==> src/rtl/cbts_pkg.sv <==
// Shared types, constants and the segment split function of the CAN bit timing solver.
package cbts_pkg;

   localparam int CLK_W       = 32;
   localparam int RATE_W      = 24;
   localparam int STAT_W      = 2;
   localparam int PRESC_W     = 8;
   localparam int SEG_W       = 3;
   localparam int WORD_W      = 32;
   localparam int QUANTA_W    = 5;
   localparam int REQ_TDATA_W = 56;
   localparam int RSP_TDATA_W = 56;

   localparam int PRESCALE_MAX_DEF = 256;
   // The prescaler field is 8 bits wide, so nothing above this can be encoded.
   localparam int PRESC_ENC_MAX    = 256;

   localparam int TQ_LOW   = 16;
   localparam int TQ_HIGH  = 25;
   localparam int SEG_LOW  = 1;
   localparam int SEG_HIGH = 8;

   // Phase segment 1 is round(rest * 64 / 73).
   localparam int PH1_NUM = 64;
   localparam int PH1_DEN = 73;
   localparam int PH1_RND = 36;

   // Restoring divider: one quotient bit per step.
   localparam int DIV_STEPS = CLK_W;
   localparam int DIV_CNT_W = $clog2(DIV_STEPS + 1);

   typedef enum logic [STAT_W-1:0] {
      STAT_OK           = 2'd0,
      STAT_INVALID      = 2'd1,
      STAT_NOT_MULTIPLE = 2'd2
   } status_type;

   // Commands from the controller to the datapath.
   typedef struct packed {
      logic       load;
      logic       div_step;
      logic       srch_step;
      logic       emit;
      status_type emit_status;
   } cmd_type;

   // Status from the datapath to the controller.
   typedef struct packed {
      logic rate_zero;
      logic div_done;
      logic rem_nonzero;
      logic match;
      logic brp_last;
   } sts_type;

   // Segment split of one quanta count, fields coded as length minus one.
   typedef struct packed {
      logic             valid;
      logic [SEG_W-1:0] prop;
      logic [SEG_W-1:0] ph1;
      logic [SEG_W-1:0] ph2;
   } seg_type;

   function automatic seg_type seg_split(input logic [QUANTA_W-1:0] quanta);
      seg_type             res;
      logic [QUANTA_W-1:0] rest;
      logic [10:0]         num;
      logic [QUANTA_W-1:0] p1;
      logic [QUANTA_W-1:0] pr;
      logic [QUANTA_W-1:0] p2;
      res.valid = 1'b1;
      rest = quanta - QUANTA_W'(1);
      num  = 11'(rest) * 11'(PH1_NUM) + 11'(PH1_RND);
      p1   = QUANTA_W'(num / 11'(PH1_DEN));
      pr   = QUANTA_W'(SEG_LOW);
      if (p1 > QUANTA_W'(SEG_HIGH)) begin
         pr = p1 - QUANTA_W'(SEG_HIGH);
         p1 = QUANTA_W'(SEG_HIGH);
      end
      p2 = rest - pr - p1;
      if (quanta < QUANTA_W'(TQ_LOW) || quanta > QUANTA_W'(TQ_HIGH)) begin
         res.valid = 1'b0;
      end
      if (pr > QUANTA_W'(SEG_HIGH)) begin
         res.valid = 1'b0;
      end
      if (pr + p1 >= rest) begin
         res.valid = 1'b0;
      end
      if (p1 < QUANTA_W'(SEG_LOW)) begin
         res.valid = 1'b0;
      end
      if (p2 < QUANTA_W'(SEG_LOW) || p2 > QUANTA_W'(SEG_HIGH)) begin
         res.valid = 1'b0;
      end
      res.prop = SEG_W'(pr - QUANTA_W'(1));
      res.ph1  = SEG_W'(p1 - QUANTA_W'(1));
      res.ph2  = SEG_W'(p2 - QUANTA_W'(1));
      return res;
   endfunction

endpackage

==> src/rtl/cbts_ctrl.sv <==
// Controller state machine of the CAN bit timing solver.
module cbts_ctrl (
   input  logic             clock,
   input  logic             reset,
   input  logic             req_tvalid,
   output logic             req_tready,
   output logic             rsp_tvalid,
   input  logic             rsp_tready,
   output cbts_pkg::cmd_type cmd,
   input  cbts_pkg::sts_type sts
);
   import cbts_pkg::*;

   typedef enum logic [3:0] {
      ST_IDLE   = 4'b0001,
      ST_DIVIDE = 4'b0010,
      ST_SEARCH = 4'b0100,
      ST_DONE   = 4'b1000
   } state_type;

   state_type  state_ff, state_in;
   status_type status_ff, status_in;
   logic       rsp_valid_ff, rsp_valid_in;
   logic       slot_free;

   assign slot_free  = !rsp_valid_ff || rsp_tready;
   assign req_tready = (state_ff == ST_IDLE);
   assign rsp_tvalid = rsp_valid_ff;

   always_comb begin
      state_in        = state_ff;
      status_in       = status_ff;
      cmd             = '0;
      cmd.emit_status = status_ff;
      unique case (state_ff)
         ST_IDLE: begin
            if (req_tvalid) begin
               cmd.load = 1'b1;
               state_in = ST_DIVIDE;
            end
         end
         ST_DIVIDE: begin
            priority if (sts.rate_zero) begin
               status_in = STAT_INVALID;
               state_in  = ST_DONE;
            end else if (sts.div_done && sts.rem_nonzero) begin
               status_in = STAT_NOT_MULTIPLE;
               state_in  = ST_DONE;
            end else if (sts.div_done) begin
               state_in = ST_SEARCH;
            end else begin
               cmd.div_step = 1'b1;
            end
         end
         ST_SEARCH: begin
            priority if (sts.match) begin
               status_in = STAT_OK;
               state_in  = ST_DONE;
            end else if (sts.brp_last) begin
               status_in = STAT_INVALID;
               state_in  = ST_DONE;
            end else begin
               cmd.srch_step = 1'b1;
            end
         end
         ST_DONE: begin
            // The result leaves as soon as the output register can take it.
            if (slot_free) begin
               cmd.emit = 1'b1;
               state_in = ST_IDLE;
            end
         end
         default: begin
            state_in = ST_IDLE;
         end
      endcase
   end

   always_comb begin
      priority if (cmd.emit) begin
         rsp_valid_in = 1'b1;
      end else if (rsp_tready) begin
         rsp_valid_in = 1'b0;
      end else begin
         rsp_valid_in = rsp_valid_ff;
      end
   end

   always_ff @(posedge clock) begin
      if (reset) begin
         state_ff     <= ST_IDLE;
         status_ff    <= STAT_INVALID;
         rsp_valid_ff <= 1'b0;
      end else begin
         state_ff     <= state_in;
         status_ff    <= status_in;
         rsp_valid_ff <= rsp_valid_in;
      end
   end

   // A new result never overwrites one that is still waiting.
   a_no_overwrite: assert property (@(posedge clock) disable iff (reset)
      cmd.emit |-> (!rsp_valid_ff || rsp_tready))
      else $error("result register overwritten");

   // The search starts only after a clean division by a nonzero bitrate.
   a_search_entry: assert property (@(posedge clock) disable iff (reset)
      (state_ff == ST_DIVIDE && state_in == ST_SEARCH)
         |-> (sts.div_done && !sts.rem_nonzero && !sts.rate_zero))
      else $error("search entered without a valid quotient");

   // A success result is held only while the datapath still sees the match.
   a_ok_has_match: assert property (@(posedge clock) disable iff (reset)
      (state_ff == ST_DONE && status_ff == STAT_OK) |-> sts.match)
      else $error("success status without a matching prescaler");

endmodule

==> src/rtl/cbts_dpath.sv <==
// Datapath of the CAN bit timing solver: serial divider, prescaler search, result register.
module cbts_dpath #(
   parameter int PRESCALE_MAX = cbts_pkg::PRESCALE_MAX_DEF
) (
   input  logic                             clock,
   input  logic [cbts_pkg::REQ_TDATA_W-1:0] req_tdata,
   output logic [cbts_pkg::RSP_TDATA_W-1:0] rsp_tdata,
   input  cbts_pkg::cmd_type                cmd,
   output cbts_pkg::sts_type                sts
);
   import cbts_pkg::*;

   localparam int PRESC_LIMIT = (PRESCALE_MAX < PRESC_ENC_MAX) ? PRESCALE_MAX : PRESC_ENC_MAX;
   localparam int BRP_W       = $clog2(PRESC_LIMIT + 1);
   localparam int PROD_W      = BRP_W + QUANTA_W;
   localparam int PAD_W       = RSP_TDATA_W - (STAT_W + PRESC_W + 3 * SEG_W + WORD_W);
   localparam int GAP_W       = WORD_W - (PRESC_W + 2 + 3 * SEG_W);

   logic [CLK_W-1:0]       quo_ff, quo_in;
   logic [RATE_W-1:0]      rem_ff, rem_in;
   logic [RATE_W-1:0]      rate_ff, rate_in;
   logic [DIV_CNT_W-1:0]   cnt_ff, cnt_in;
   logic [BRP_W-1:0]       brp_ff, brp_in;
   logic [RSP_TDATA_W-1:0] rsp_ff, rsp_in;

   logic [RATE_W:0]        shifted;
   logic [RATE_W:0]        diff;
   logic                   match;
   seg_type                seg_hit;

   // One restoring division step: the quotient register shifts the dividend out
   // and the quotient bits in.
   assign shifted = {rem_ff, quo_ff[CLK_W-1]};
   assign diff    = shifted - {1'b0, rate_ff};

   // Compare the quotient with the current prescaler times every quanta count.
   always_comb begin : search_blk
      logic [PROD_W-1:0] prod;
      seg_type           seg;
      match   = 1'b0;
      seg_hit = '0;
      for (int q = TQ_LOW; q <= TQ_HIGH; q++) begin
         prod = PROD_W'(brp_ff) * PROD_W'(q);
         seg  = seg_split(QUANTA_W'(q));
         if (seg.valid && quo_ff == CLK_W'(prod)) begin
            match   = 1'b1;
            seg_hit = seg;
         end
      end
   end

   assign sts.rate_zero   = (rate_ff == '0);
   assign sts.div_done    = (cnt_ff == DIV_CNT_W'(DIV_STEPS));
   assign sts.rem_nonzero = (rem_ff != '0);
   assign sts.match       = match;
   assign sts.brp_last    = (brp_ff == BRP_W'(PRESC_LIMIT));

   always_comb begin : next_blk
      logic [PRESC_W-1:0] presc;
      logic [WORD_W-1:0]  word;
      quo_in  = quo_ff;
      rem_in  = rem_ff;
      rate_in = rate_ff;
      cnt_in  = cnt_ff;
      brp_in  = brp_ff;
      rsp_in  = rsp_ff;
      presc   = PRESC_W'(brp_ff - BRP_W'(1));
      word    = {presc, 2'b00, seg_hit.ph1, seg_hit.ph2, {GAP_W{1'b0}}, seg_hit.prop};
      if (cmd.load) begin
         quo_in  = req_tdata[CLK_W-1:0];
         rate_in = req_tdata[CLK_W +: RATE_W];
         rem_in  = '0;
         cnt_in  = '0;
         brp_in  = BRP_W'(1);
      end
      if (cmd.div_step) begin
         if (!diff[RATE_W]) begin
            rem_in = diff[RATE_W-1:0];
            quo_in = {quo_ff[CLK_W-2:0], 1'b1};
         end else begin
            rem_in = shifted[RATE_W-1:0];
            quo_in = {quo_ff[CLK_W-2:0], 1'b0};
         end
         cnt_in = cnt_ff + DIV_CNT_W'(1);
      end
      if (cmd.srch_step) begin
         brp_in = brp_ff + BRP_W'(1);
      end
      if (cmd.emit) begin
         if (cmd.emit_status == STAT_OK) begin
            rsp_in = {{PAD_W{1'b0}}, word, seg_hit.ph2, seg_hit.ph1, seg_hit.prop,
                      presc, cmd.emit_status};
         end else begin
            rsp_in = {{(RSP_TDATA_W - STAT_W){1'b0}}, cmd.emit_status};
         end
      end
   end

   always_ff @(posedge clock) begin
      quo_ff  <= quo_in;
      rem_ff  <= rem_in;
      rate_ff <= rate_in;
      cnt_ff  <= cnt_in;
      brp_ff  <= brp_in;
      rsp_ff  <= rsp_in;
   end

   assign rsp_tdata = rsp_ff;

endmodule

==> src/rtl/can_bit_timing_solver.sv <==
// Top level of the CAN bit timing solver.
//
// The solver takes one request holding a module clock frequency and a wanted CAN
// bitrate and returns one result with a prescaler and a propagation, phase 1 and
// phase 2 split whose time quanta give the bitrate exactly. A zero bitrate returns
// status 1, a clock that is not a whole multiple of the bitrate returns status 2,
// and a search that finds no prescaler returns status 1; on any error all other
// fields and the timing word are zero. One request is worked on at a time. It is
// accepted, then the bit-serial divider forms the clock over bitrate quotient
// (a zero bitrate is rejected right after the accept, before the divider runs),
// then prescalers are tried in turn starting at 1, up to min(PRESCALE_MAX, 256),
// and last the result is moved to the output register. A result that waits at
// the output does not block the next request from being accepted; the following
// result waits until the first is taken.
module can_bit_timing_solver #(
   parameter int PRESCALE_MAX = cbts_pkg::PRESCALE_MAX_DEF
) (
   input  logic                             clock,
   input  logic                             reset,
   // Request: clock_freq [31:0], bitrate [55:32].
   input  logic                             req_tvalid,
   output logic                             req_tready,
   input  logic [cbts_pkg::REQ_TDATA_W-1:0] req_tdata,
   // Result: status [1:0], prescale_field [9:2], propagation_field [12:10],
   // phase_one_field [15:13], phase_two_field [18:16], timing_word [50:19],
   // zero padding [55:51].
   output logic                             rsp_tvalid,
   input  logic                             rsp_tready,
   output logic [cbts_pkg::RSP_TDATA_W-1:0] rsp_tdata
);
   import cbts_pkg::*;

   // Commands and status between the controller and the datapath.
   cmd_type cmd;
   sts_type sts;

   // The controller sequences accept, division, search and result hand-off.
   cbts_ctrl u_ctrl (
      .clock      (clock),
      .reset      (reset),
      .req_tvalid (req_tvalid),
      .req_tready (req_tready),
      .rsp_tvalid (rsp_tvalid),
      .rsp_tready (rsp_tready),
      .cmd        (cmd),
      .sts        (sts)
   );

   // The datapath holds the divider, the prescaler counter and the result register.
   cbts_dpath #(
      .PRESCALE_MAX (PRESCALE_MAX)
   ) u_dpath (
      .clock     (clock),
      .req_tdata (req_tdata),
      .rsp_tdata (rsp_tdata),
      .cmd       (cmd),
      .sts       (sts)
   );

endmodule

==> config.mk <==
export PLATFORM = sky130hd
export DESIGN_NAME = can_bit_timing_solver
export DESIGN_NICKNAME = d
export VERILOG_FILES = /design/src/rtl/cbts_pkg.sv /design/src/rtl/cbts_ctrl.sv /design/src/rtl/cbts_dpath.sv /design/src/rtl/can_bit_timing_solver.sv
export SDC_FILE = /design/constraint.sdc
export NUM_CORES = 1
export LEC_CHECK = 0
export ABC_AREA = 1
export CAP_MARGIN = 20
export CORE_MARGIN = 2
export CORE_UTILIZATION = 48
export CTS_BUF_LIST = sky130_fd_sc_hd__clkbuf_4 sky130_fd_sc_hd__clkbuf_8 sky130_fd_sc_hd__clkbuf_16
export DETAILED_ROUTE_END_ITERATION = 6
export DONT_BUFFER_PORTS = 1
export PLACE_DENSITY = 0.71
export SETUP_SLACK_MARGIN = 0.3
export SYNTH_ARGS = -nofsm -noshare
export SYNTH_HDL_FRONTEND = slang
export SYNTH_SLANG_ARGS = --single-unit
==> constraint.sdc <==
create_clock -name clock -period 4.56 [get_ports clock]
set_input_delay 0.912 -clock clock [delete_from_list [all_inputs] [get_ports clock]]
set_output_delay 0.912 -clock clock [all_outputs]
set_load 0.03 [all_outputs]
==> impl_metrics.py, run 1 <==
metrics = {
    "worst_setup_path": {
        "type_of_the_worst_setup_path": "reg -> reg",
        "timing.reg2reg.setup_slack_ps": 770,
        "worstSetupStartpointType": "flop",
        "setup.worst_path.end_class": "flop",
        "timing.critical_path.arrival_ps": 3890,
        "rr_startpoint": "u_dpath.brp_ff[6]",
        "critical_path_peak_fanout": 14,
        "timing.critical_path.from": "u_dpath.brp_ff[6]",
        "critPathRequiredTime_ps": 4660,
    },
    "layout": {
        "final_standard_cell_utilization_of_the_core_pct": 52.1,
        "drive_gt1_share_pct": 6.78,
        "layout.filler_cells": 1747,
        "mostFrequentLayoutCell": "sky130_fd_sc_hd__nand2_1",
        "mostFrequentLayoutCells": "sky130_fd_sc_hd__nand2_1, sky130_fd_sc_hd__inv_1, sky130_fd_sc_hd__nor2_1",
        "layout.nets": 1288,
        "diodes": 0,
        "area_growth_syn_to_layout_pct": 6.56,
    },
    "timing": {
        "grt_setup_unrepaired": "false",
        "timing.final.hold_violations": 0,
        "timing.final.max_slew_violations": 0,
        "fmax_mhz": 264,
        "worst_hold_slack_ps": 448,
        "worstMarginPinSlew_ps": 795,
        "setup_viol_count_final": 0,
        "finalWorstPathRequiredPeriod_ps": 3790,
        "period_share_pct": 83.2,
        "setup-tns-final_ps": 0,
        "skew_ps": 12.0,
        "max_slew_margin_pct": 46.8,
    },
    "drt": {
        "wl_per_cell_microns": 15.1,
        "remaining_drc_errors": 0,
        "detailedRoute.firstPassIterationCount": 5,
        "finalWirelength_microns": 21200,
        "final_antenna_net_count": 0,
        "vias_per_cell": 5.32,
        "via_count": 7444,
        "drt-initial-drc-count": 594,
    },
    "die": {
        "start_util_pct": 48.9,
        "top_level_ports": 118,
        "die_height_microns": 142,
        "placementRows": 50,
        "fp.coreArea_sq_mm": 0.0187,
        "fp.dieArea_sq_mm": 0.0202,
        "die_w_microns": 142,
    },
    "yosys": {
        "synth-edff-count": 108,
        "syn_area_per_cell_sq_um": 7.83,
        "synth.cell_area_sq_mm": 0.00914,
        "synth_flop_cell": "sky130_fd_sc_hd__edfxtp_1",
        "yosys.area_share.simple_pct": 27.2,
        "syn_inst": 1167,
        "synth_top_family_by_area": "simple AND/OR/NAND/NOR gates",
        "synth.distinct_cells": 56,
        "yosys_register_bits": 115,
        "synth_mux_area_share_pct": 0,
        "share_of_synthesized_cell_area_in_full_adder_half_adder_and_majority_cells_pct": 11.0,
        "yosys_warn_count": 0,
        "ys_seq_area_share_pct": 37.0,
        "synth_async_sr_flop_share_pct": 0,
        "synth_compound_area_share_pct": 7.56,
        "synthXorXnorAreaFrac_pct": 5.95,
    },
    "run": {
        "timing.max_cap.violations": 0,
    },
    "clocking": {
        "clock_tree.root_cell": "sky130_fd_sc_hd__clkbuf_16",
        "clock_transition_at_path_regs_ps": 60,
        "cts_htree_levels": 4,
        "clockBufferDepth": 2,
        "numClockSinks": 115,
        "worst_skew_late_latency_ps": 420,
        "number_of_buffers_created_by_cts": 17,
        "cts_tree": "built",
        "cts.repair_timing.setup_buffer_count": 0,
        "cts_hold_buf": 0,
        "number_of_resized_instances_in_the_post_cts_repair_step": 0,
    },
    "pwr": {
        "pwr_density_cell_mw_per_mm2": 403,
        "switching_share_pct": 36.4,
        "switchingPower_uw": 1430,
        "clkPwrFrac_pct": 31.9,
        "leakagePower_uw": 0.00454,
        "power.internal_uw": 2490,
        "seq_power_share_pct": 35.4,
        "power_frac_comb_pct": 32.7,
        "max-vdd-ir-drop_v": 0.000313,
        "total_power_uw": 3920,
    },
    "hold_path": {
        "worstHoldPathType": "reg -> reg",
        "hold_start": "u_ctrl.status_ff[1]",
    },
    "global_route": {
        "groute.usage.overall_pct": 21.2,
        "global_route_wire_length_before_repair_microns": 33700,
        "grt_remaining_overflow": 0,
        "grt_pass1_vias": 6930,
        "grt_antenna_before_repair": 0,
        "grt_start_max_net_pins": 34,
    },
    "placement": {
        "gp_congestion": 0.939,
        "place.port_buffers": 0,
        "half_perimeter_wire_length_of_the_detailed_placement_result_microns": 16400,
    },
    "run_status": {
        "run_status": "completed",
    },
}
==> logic make-up after synthesis <==
family	Yosys count
AND/OR/NAND/NOR	581
buffers and inverters	215
AO/OA/AOI/OAI	122
flip-flops	115
adder cells (fa/ha/maj)	75
XOR/XNOR	58
other	1
==> layer usage <==
| layer | wire, microns | track usage, % | share of wire, % |
|---|---|---|---|
| met3 | 1340 | 5.28 | 6.3 |
| met5 | 0 | 0 | 0 |
| met4 | 442 | 7.53 | 2.1 |
| met2 | 9960 | 34.8 | 47 |
| met1 | 9450 | 27.2 | 45 |
==> worst max-delay path, stage by stage, from the launching register on <==
cell	delay (ps)
sky130_fd_sc_hd__edfxtp_1	690
sky130_fd_sc_hd__ha_1	370
sky130_fd_sc_hd__fa_1	470
sky130_fd_sc_hd__ha_1	380
sky130_fd_sc_hd__nand2_1	110
sky130_fd_sc_hd__nor2_1	190
sky130_fd_sc_hd__nand3_1	120
sky130_fd_sc_hd__nand3_1	80
sky130_fd_sc_hd__nand2_1	50
sky130_fd_sc_hd__nand2_1	80
sky130_fd_sc_hd__nand2_1	50
sky130_fd_sc_hd__nor2_1	110
sky130_fd_sc_hd__nand4_2	180
sky130_fd_sc_hd__nand3_2	280
sky130_fd_sc_hd__nand2_1	300
==> cell type report <==
type	count	area [sq um]	share of cell area, %
Sequential cell	115	3380	34.7
Timing Repair Buffer	10	108	1.10
Inverter	149	559	5.74
Tap cell	234	293	3.01
Clock inverter	15	135	1.39
Clock buffer	17	425	4.37
Multi-Input combinational cell	860	4840	49.7
==> power groups by stage <==
| stage | Clock (uW) | Combinational [uW] | Sequential, uW |
|---|---|---|---|
| floorplan | 0 | 1060 | 1370 |
| global placement | 0 | 1250 | 1410 |
| detailed placement | 0 | 1270 | 1410 |
| CTS | 1260 | 1280 | 1390 |
| global route | 1310 | 1450 | 1400 |
| finish | 1250 | 1280 | 1390 |
==> cell usage after synthesis (all sizes together), types with 2 or more instances <==
cell type    n  area, sq um
o21ai       47          239
and3         2         12.5
a21o         3         22.5
o22ai        2         12.5
clkbuf       8         31.3
o21bai       5         37.5
xor2        28          260
xnor2       29          262
o211ai       2         20.0
inv        149          559
nor4         8         50.1
fa           9          180
or2          7         46.3
nand4       25          169
nand3       67          340
edfxtp     108         3240
a31oi        3         18.8
ha          66          826
a21oi       49          253
nand3b       3         22.5
nor3b        3         22.5
nor2       147          559
nand2      303         1170
buf         58          433
nor3        16         91.3
dfxtp        7          140
a21boi       2         15.0
o2111ai      2         17.5
o21a         2         15.0
==> flip-flops by register name, summed over array words and instances (netlist names) <==
signal             cells
u_dpath.brp_ff         9
u_ctrl.state_ff        4
u_dpath.cnt_ff         6
u_ctrl.status_ff       2
u_dpath.rsp_tdata     13
u_ctrl.rsp_tvalid      1
u_dpath.rem_ff        24
u_dpath.quo_ff        32
u_dpath.rate_ff       24
==> per-stage QoR <==
| stage | instance area (sq um) | setup WS (ps) | std cells |
|---|---|---|---|
| 2_1_floorplan | 9230 | 620 | 1190 |
| 3_3_place_gp | 9150 | 862 | 1367 |
| 3_5_place_dp | 9180 | 780 | 1368 |
| 4_1_cts | 9740 | 774 | 1400 |
| 5_1_grt | 9740 | 425 | 1400 |
| 6_report | 9740 | 765 | 1400 |
==> path summary, 6_finish.rpt <==
path	to	depth (start not counted)
worst max register to register	u_dpath.brp_ff[6]	14
worst min register to register	u_dpath.rsp_tdata[1]	0
worst max-delay path	u_dpath.brp_ff[6]	14
worst min-delay path	u_dpath.rsp_tdata[1]	0
(Power assumes the default switching activity.)
==> run 2, diff against run 1 <==
clock period = 3.75 ns   (was 4.56 ns; I/O delays follow)
==> run 2 against run 1 <==
  * Non-clock buffer count is 22 higher
  * First-iteration DRC count is 5.7% higher
  * Routed wire length increased by 4.8%
  * Sequential cell count unchanged
  * Combinational power increased by 29%
  * Critical endpoint is now u_dpath.brp_ff[2]
  * Largest power group unchanged
  * Highest routed layer unchanged
==> impl_metrics.py, run 2 (synthesis gave the netlist of run 1 again) <==
metrics = {
    "drt": {
        "met2_length_microns": 10800,
        "detailedRoute.firstPassIterationCount": 7,
        "wirelength_met1_microns": 9750,
        "finalWirelength_microns": 22200,
        "wl_per_cell_microns": 15.6,
        "vias_per_cell": 5.34,
        "remaining_drc_errors": 0,
        "drt-initial-drc-count": 628,
        "final_antenna_net_count": 0,
        "via_count": 7595,
        "top_signal_layer_used": "met4",
        "met3RoutedLength_microns": 978,
    },
    "placement": {
        "half_perimeter_wire_length_of_the_detailed_placement_result_microns": 16700,
        "placedCellCount": 1377,
        "place.port_buffers": 0,
        "gp_congestion": 1.03,
    },
    "layout": {
        "mostFrequentLayoutCells": "sky130_fd_sc_hd__nand2_1, sky130_fd_sc_hd__inv_1, sky130_fd_sc_hd__nor2_1",
        "area_growth_syn_to_layout_pct": 9.69,
        "drive_gt1_share_pct": 9.85,
        "mostFrequentLayoutCell": "sky130_fd_sc_hd__nand2_1",
        "largestRegisters": "u_dpath.quo_ff x32, u_dpath.rate_ff x24, u_dpath.rem_ff x24",
        "largest_register_ff_count": 32,
        "final_standard_cell_utilization_of_the_core_pct": 53.6,
        "layout.nets": 1310,
        "diodes": 0,
        "biggest_register": "u_dpath.quo_ff",
        "post_layout_nonfiller_instances": 1422,
    },
    "clocking": {
        "clockBufferDepth": 2,
        "cts_hold_buf": 0,
        "clock_tree.root_cell": "sky130_fd_sc_hd__clkbuf_16",
        "worst_skew_late_latency_ps": 420,
        "cts_htree_levels": 4,
        "cts_tree": "built",
        "number_of_buffers_created_by_cts": 17,
        "numClockSinks": 115,
        "clock_transition_at_path_regs_ps": 60,
    },
    "die": {
        "fp.coreArea_sq_mm": 0.0187,
        "top_level_ports": 118,
        "placementRows": 50,
        "start_util_pct": 48.9,
        "fp.dieArea_sq_mm": 0.0202,
        "die_height_microns": 142,
        "die_w_microns": 142,
    },
    "global_route": {
        "grt_start_max_net_pins": 63,
        "grt_remaining_overflow": 0,
        "grt_antenna_before_repair": 0,
        "grt_pass1_vias": 7254,
        "groute.usage.overall_pct": 22.5,
        "global_route_wire_length_before_repair_microns": 35600,
    },
    "timing": {
        "setup_viol_count_final": 0,
        "skew_ps": 11.0,
        "finalWorstPathRequiredPeriod_ps": 3290,
        "period_share_pct": 87.7,
        "worstMarginPinSlew_ps": 857,
        "max_slew_margin_pct": 42.9,
        "timing.final.hold_violations": 0,
        "setup-tns-final_ps": 0,
        "worst_hold_slack_ps": 397,
        "fmax_mhz": 304,
        "grt_setup_unrepaired": "false",
        "timing.final.max_slew_violations": 0,
    },
    "pwr": {
        "max-vdd-ir-drop_v": 0.000343,
        "leakagePower_uw": 0.00466,
        "pwr_density_cell_mw_per_mm2": 493,
    },
    "hold_path": {
        "worstHoldPathType": "in -> reg",
        "worst_hold_path.endpoint": "u_ctrl.state_ff[1]",
        "depth_of_the_worst_hold_timing_path": 1,
        "hold_start": "reset",
    },
    "worst_setup_path": {
        "worstSetupStartpointType": "flop",
        "setup.worst_path.end_class": "flop",
        "timing.critical_path.arrival_ps": 3450,
        "critical-path-slowest-cell": "sky130_fd_sc_hd__fa_1",
        "slowest_delay_ps": 490,
        "r2r.worst_path.cells": 14,
        "critical_path_peak_fanout": 8,
        "type_of_the_worst_setup_path": "reg -> reg",
        "rr_startpoint": "u_dpath.brp_ff[6]",
        "critical_path.cell_chain": "ha_1 -> fa_1 -> ha_1 -> nand2_1 -> nor2_2 -> nand2_2 -> nand2_2 -> xor2_2 -> nand2_1 -> nor2_2 -> nand4_2 -> nand3_4 -> buf_6 -> nor2_1",
        "rr_endpoint": "u_dpath.brp_ff[2]",
        "critPathRequiredTime_ps": 3910,
        "timing.reg2reg.setup_slack_ps": 460,
    },
    "run": {
        "timing.max_cap.violations": 0,
    },
    "run_status": {
        "run_status": "completed",
    },
}
## run 2: cell count changes in the layout (fill, tap and decap cells not counted), sizes merged
cell,previous run,this run
clkinv,6,4
clkinvlp,5,4
buf,10,32
inv,152,153
bufinv,1,2
clkbuf,17,18
## run 2: through the flow
stage / setup WS [ps] / total power (uW) / area [sq um]
after floorplan: 472 / 2950 / 9240
after global placement: 339 / 3250 / 9230
after detailed placement: 242 / 3270 / 9230
after CTS: 305 / 4900 / 9830
after global routing: 276 / 5250 / 10000
final: 462 / 4940 / 10000
## run 2: worst max-delay path by stage
stage,start,to,slack [ps],cells after the start
2_1_floorplan,u_dpath.brp_ff[1],u_dpath.brp_ff[0],470,18
6_report,u_dpath.brp_ff[6],u_dpath.brp_ff[2],460,14
3_5_place_dp,u_dpath.brp_ff[5],u_dpath.brp_ff[2],240,15
5_1_grt,u_dpath.brp_ff[6],u_dpath.brp_ff[2],280,16
4_1_cts,u_dpath.brp_ff[2],u_dpath.brp_ff[5],310,16
3_3_place_gp,u_dpath.brp_ff[2],u_dpath.brp_ff[2],340,15
## run 2: layer usage
layer / GRT usage (%) / up-vias
met5: 0 / -
met4: 8.42 / 0
met3: 3.97 / 54
met2: 38.4 / 241
met1: 28.6 / 3527
li1: - / 3773
## run 2: critical path, delay by kind of cell, from the launching register on
family | cells | cell delay [ps]
adder cells (fa/ha/maj) | 3 | 1260
buffers and inverters | 1 | 150
XOR/XNOR | 1 | 150
AND/OR/NAND/NOR | 9 | 1000
flip-flops | 1 | 480
## run 2: area by class of cell
cell class / count / area (sq um)
inverter: 149 / 559
tap: 234 / 293
clock buffer: 18 / 439
fill: 1735 / 8680
multi-input combinational: 860 / 4940
sequential: 115 / 3380
clock inverter: 14 / 153
timing repair buffer: 32 / 260
## run 2: timing repair
action	CTS	global route
pin swaps	0	11
setup endpoints to repair	9	24
gates resized for setup	1	21
buffers inserted	0	13
cloned	0	0
## run 2: power by group
group          internal, uW  leakage (uW)  switching, uW
combinational           595       0.00329           1050
clock                  1000      0.000280            610
sequential             1570       0.00109            115
==> run 3, diff against run 2 <==
clock period = 3.63 ns   (was 3.75 ns; I/O delays follow)
==> run 3 against run 2 <==
  * Routed wire length up 0.73%
  * Critical endpoint is now u_dpath.brp_ff[6]
  * Via count up 0.11%
  * Critical path depth up 4
  * First-iteration DRC count down 18%
  * Die area unchanged
  * Final cell count up 0.42%
  * Non-clock buffer count up 6
  * Total power up 7.6%
  * Setup slack worse by 29 ps
==> impl_metrics.py, run 3 (synthesis gave the netlist of run 1 again) <==
metrics = {
    "global_route": {
        "global_route_wire_length_before_repair_microns": 35900,
        "grt_start_max_net_pins": 63,
        "grt_remaining_overflow": 0,
        "groute.usage.overall_pct": 22.5,
        "grt_antenna_before_repair": 0,
        "grt_pass1_vias": 7304,
    },
    "layout": {
        "biggest_register": "u_dpath.quo_ff",
        "drive_gt1_share_pct": 13.1,
        "largest_register_ff_count": 32,
        "multi_input_comb_area_sq_mm": 0.00513,
        "area_growth_syn_to_layout_pct": 12.6,
        "layout.nets": 1316,
        "layout.filler_cells": 1688,
        "mostFrequentLayoutCells": "sky130_fd_sc_hd__nand2_1, sky130_fd_sc_hd__inv_1, sky130_fd_sc_hd__nor2_1",
        "diodes": 0,
        "largestRegisters": "u_dpath.quo_ff x32, u_dpath.rate_ff x24, u_dpath.rem_ff x24",
        "seqCellArea_sq_mm": 0.00338,
        "mostFrequentLayoutCell": "sky130_fd_sc_hd__nand2_1",
    },
    "drt": {
        "drt-initial-drc-count": 515,
        "final_antenna_net_count": 0,
        "vias_per_cell": 5.32,
        "via_count": 7603,
        "detailedRoute.firstPassIterationCount": 5,
        "wl_per_cell_microns": 15.7,
        "finalWirelength_microns": 22400,
        "remaining_drc_errors": 0,
    },
    "timing": {
        "period_share_pct": 88.1,
        "worstMarginPinSlew_ps": 815,
        "finalWorstPathRequiredPeriod_ps": 3200,
        "max_slew_margin_pct": 45.7,
        "timing.final.hold_violations": 0,
        "slack_of_the_critical_path_ps": 433,
        "skew_ps": 16.1,
        "fmax_mhz": 313,
        "grt_setup_unrepaired": "true",
        "setup_viol_count_final": 0,
        "setup-tns-final_ps": 0,
        "timing.final.max_slew_violations": 0,
    },
    "die": {
        "start_util_pct": 48.9,
        "fp.dieArea_sq_mm": 0.0202,
        "die_w_microns": 142,
        "placementRows": 50,
        "top_level_ports": 118,
        "die_height_microns": 142,
        "fp.coreArea_sq_mm": 0.0187,
    },
    "clocking": {
        "cts_htree_levels": 4,
        "numClockSinks": 115,
        "worst_skew_late_latency_ps": 420,
        "cts_tree": "built",
        "number_of_buffers_created_by_cts": 17,
        "clock_transition_at_path_regs_ps": 60,
        "clockBufferDepth": 2,
        "clock_tree.root_cell": "sky130_fd_sc_hd__clkbuf_16",
    },
    "pwr": {
        "max-vdd-ir-drop_v": 0.000336,
        "pwr_density_cell_mw_per_mm2": 516,
        "leakagePower_uw": 0.00472,
    },
    "worst_setup_path": {
        "critical_path_peak_fanout": 8,
        "timing.critical_path.arrival_ps": 3350,
        "critical_path.cell_chain": "buf_4 -> ha_4 -> fa_2 -> ha_4 -> nand2_1 -> nand2_2 -> nand2_1 -> nand2_1 -> nand2_1 -> nand3_1 -> nand2_1 -> nand2_1 -> nand2_1 -> nor2_2 -> nand4_4 -> nand3_4 -> buf_6 -> nor2_1",
        "critical-path-slowest-cell": "sky130_fd_sc_hd__edfxtp_1",
        "worst_path_buffer_plus_inverter_count": 2,
        "type_of_the_worst_setup_path": "reg -> reg",
        "kind_of_cell_adding_the_most_delay_to_the_critical_path": "simple AND/OR/NAND/NOR gates",
        "worstSetupStartpointType": "flop",
        "slowest_delay_ps": 450,
        "cpMostUsedCell": "sky130_fd_sc_hd__nand2_1",
        "critPathRequiredTime_ps": 3780,
        "timing.reg2reg.setup_slack_ps": 430,
        "setup.worst_path.end_class": "flop",
    },
    "placement": {
        "place.port_buffers": 0,
        "gp_congestion": 0.936,
        "half_perimeter_wire_length_of_the_detailed_placement_result_microns": 16900,
        "detailedPlace.worstSlack_ps": 143,
    },
    "hold_path": {
        "worstHoldPathType": "in -> reg",
    },
    "run": {
        "timing.max_cap.violations": 0,
    },
    "run_status": {
        "run_status": "completed",
    },
}
[run 3: cell type report]
type / count / share of cell area [%]
clock buffers: 22 / 4.74
clock inverters: 10 / 1.19
inverters: 149 / 5.44
multi-input cells: 860 / 49.9
flip-flops and latches: 115 / 32.9
well taps: 234 / 2.85
repair buffers: 38 / 3.04
[run 3: path summary, 6_finish.rpt]
path,start,endpoint,depth (start not counted)
setup reg to reg,u_dpath.brp_ff[5],u_dpath.brp_ff[6],18
setup / recovery,u_dpath.brp_ff[5],u_dpath.brp_ff[6],18
hold / removal,reset,u_ctrl.state_ff[3],1
hold reg to reg,u_ctrl.status_ff[1],u_dpath.rsp_tdata[1],0
[run 3: stage by stage]
stage	total power, uW	instances	utilization, %	instance area (sq um)	hold slack [ps]
2_1_floorplan	3050	1190	-	9240	422
3_3_place_gp	3370	1385	49.7	9290	442
3_5_place_dp	3390	1385	49.7	9290	441
4_1_cts	5110	1420	53.1	9930	368
5_1_grt	5610	1428	55.0	10300	369
6_report	5310	1428	55.0	10300	376
[run 3: where the power goes]
group	internal [uW]	total (uW)	leakage [uW]	switching, uW
sequential	1620	1740	0.00109	118
clock	1100	1720	0.000293	618
combinational	711	1860	0.00333	1150
total	3420	5310	0.00472	1890
[run 3: what timing repair did]
| action | 4_1_cts | 5_1_grt |
|---|---|---|
| hold buffers | 0 | 0 |
| resized for setup | 2 | 66 |
| gates cloned | 0 | 0 |
| setup endpoints to repair | 17 | 26 |
| pin swaps | 0 | 26 |
| setup buffers | 3 | 8 |
[run 3: metal layers]
layer / routed length (microns) / global-route usage, % / vias to the layer above
li1: - / - / 3794
met5: 0 / 0 / -
met1: 9640 / 28.3 / 3546
met4: 673 / 8.00 / 0
met3: 908 / 3.33 / 51
met2: 11100 / 39.4 / 212
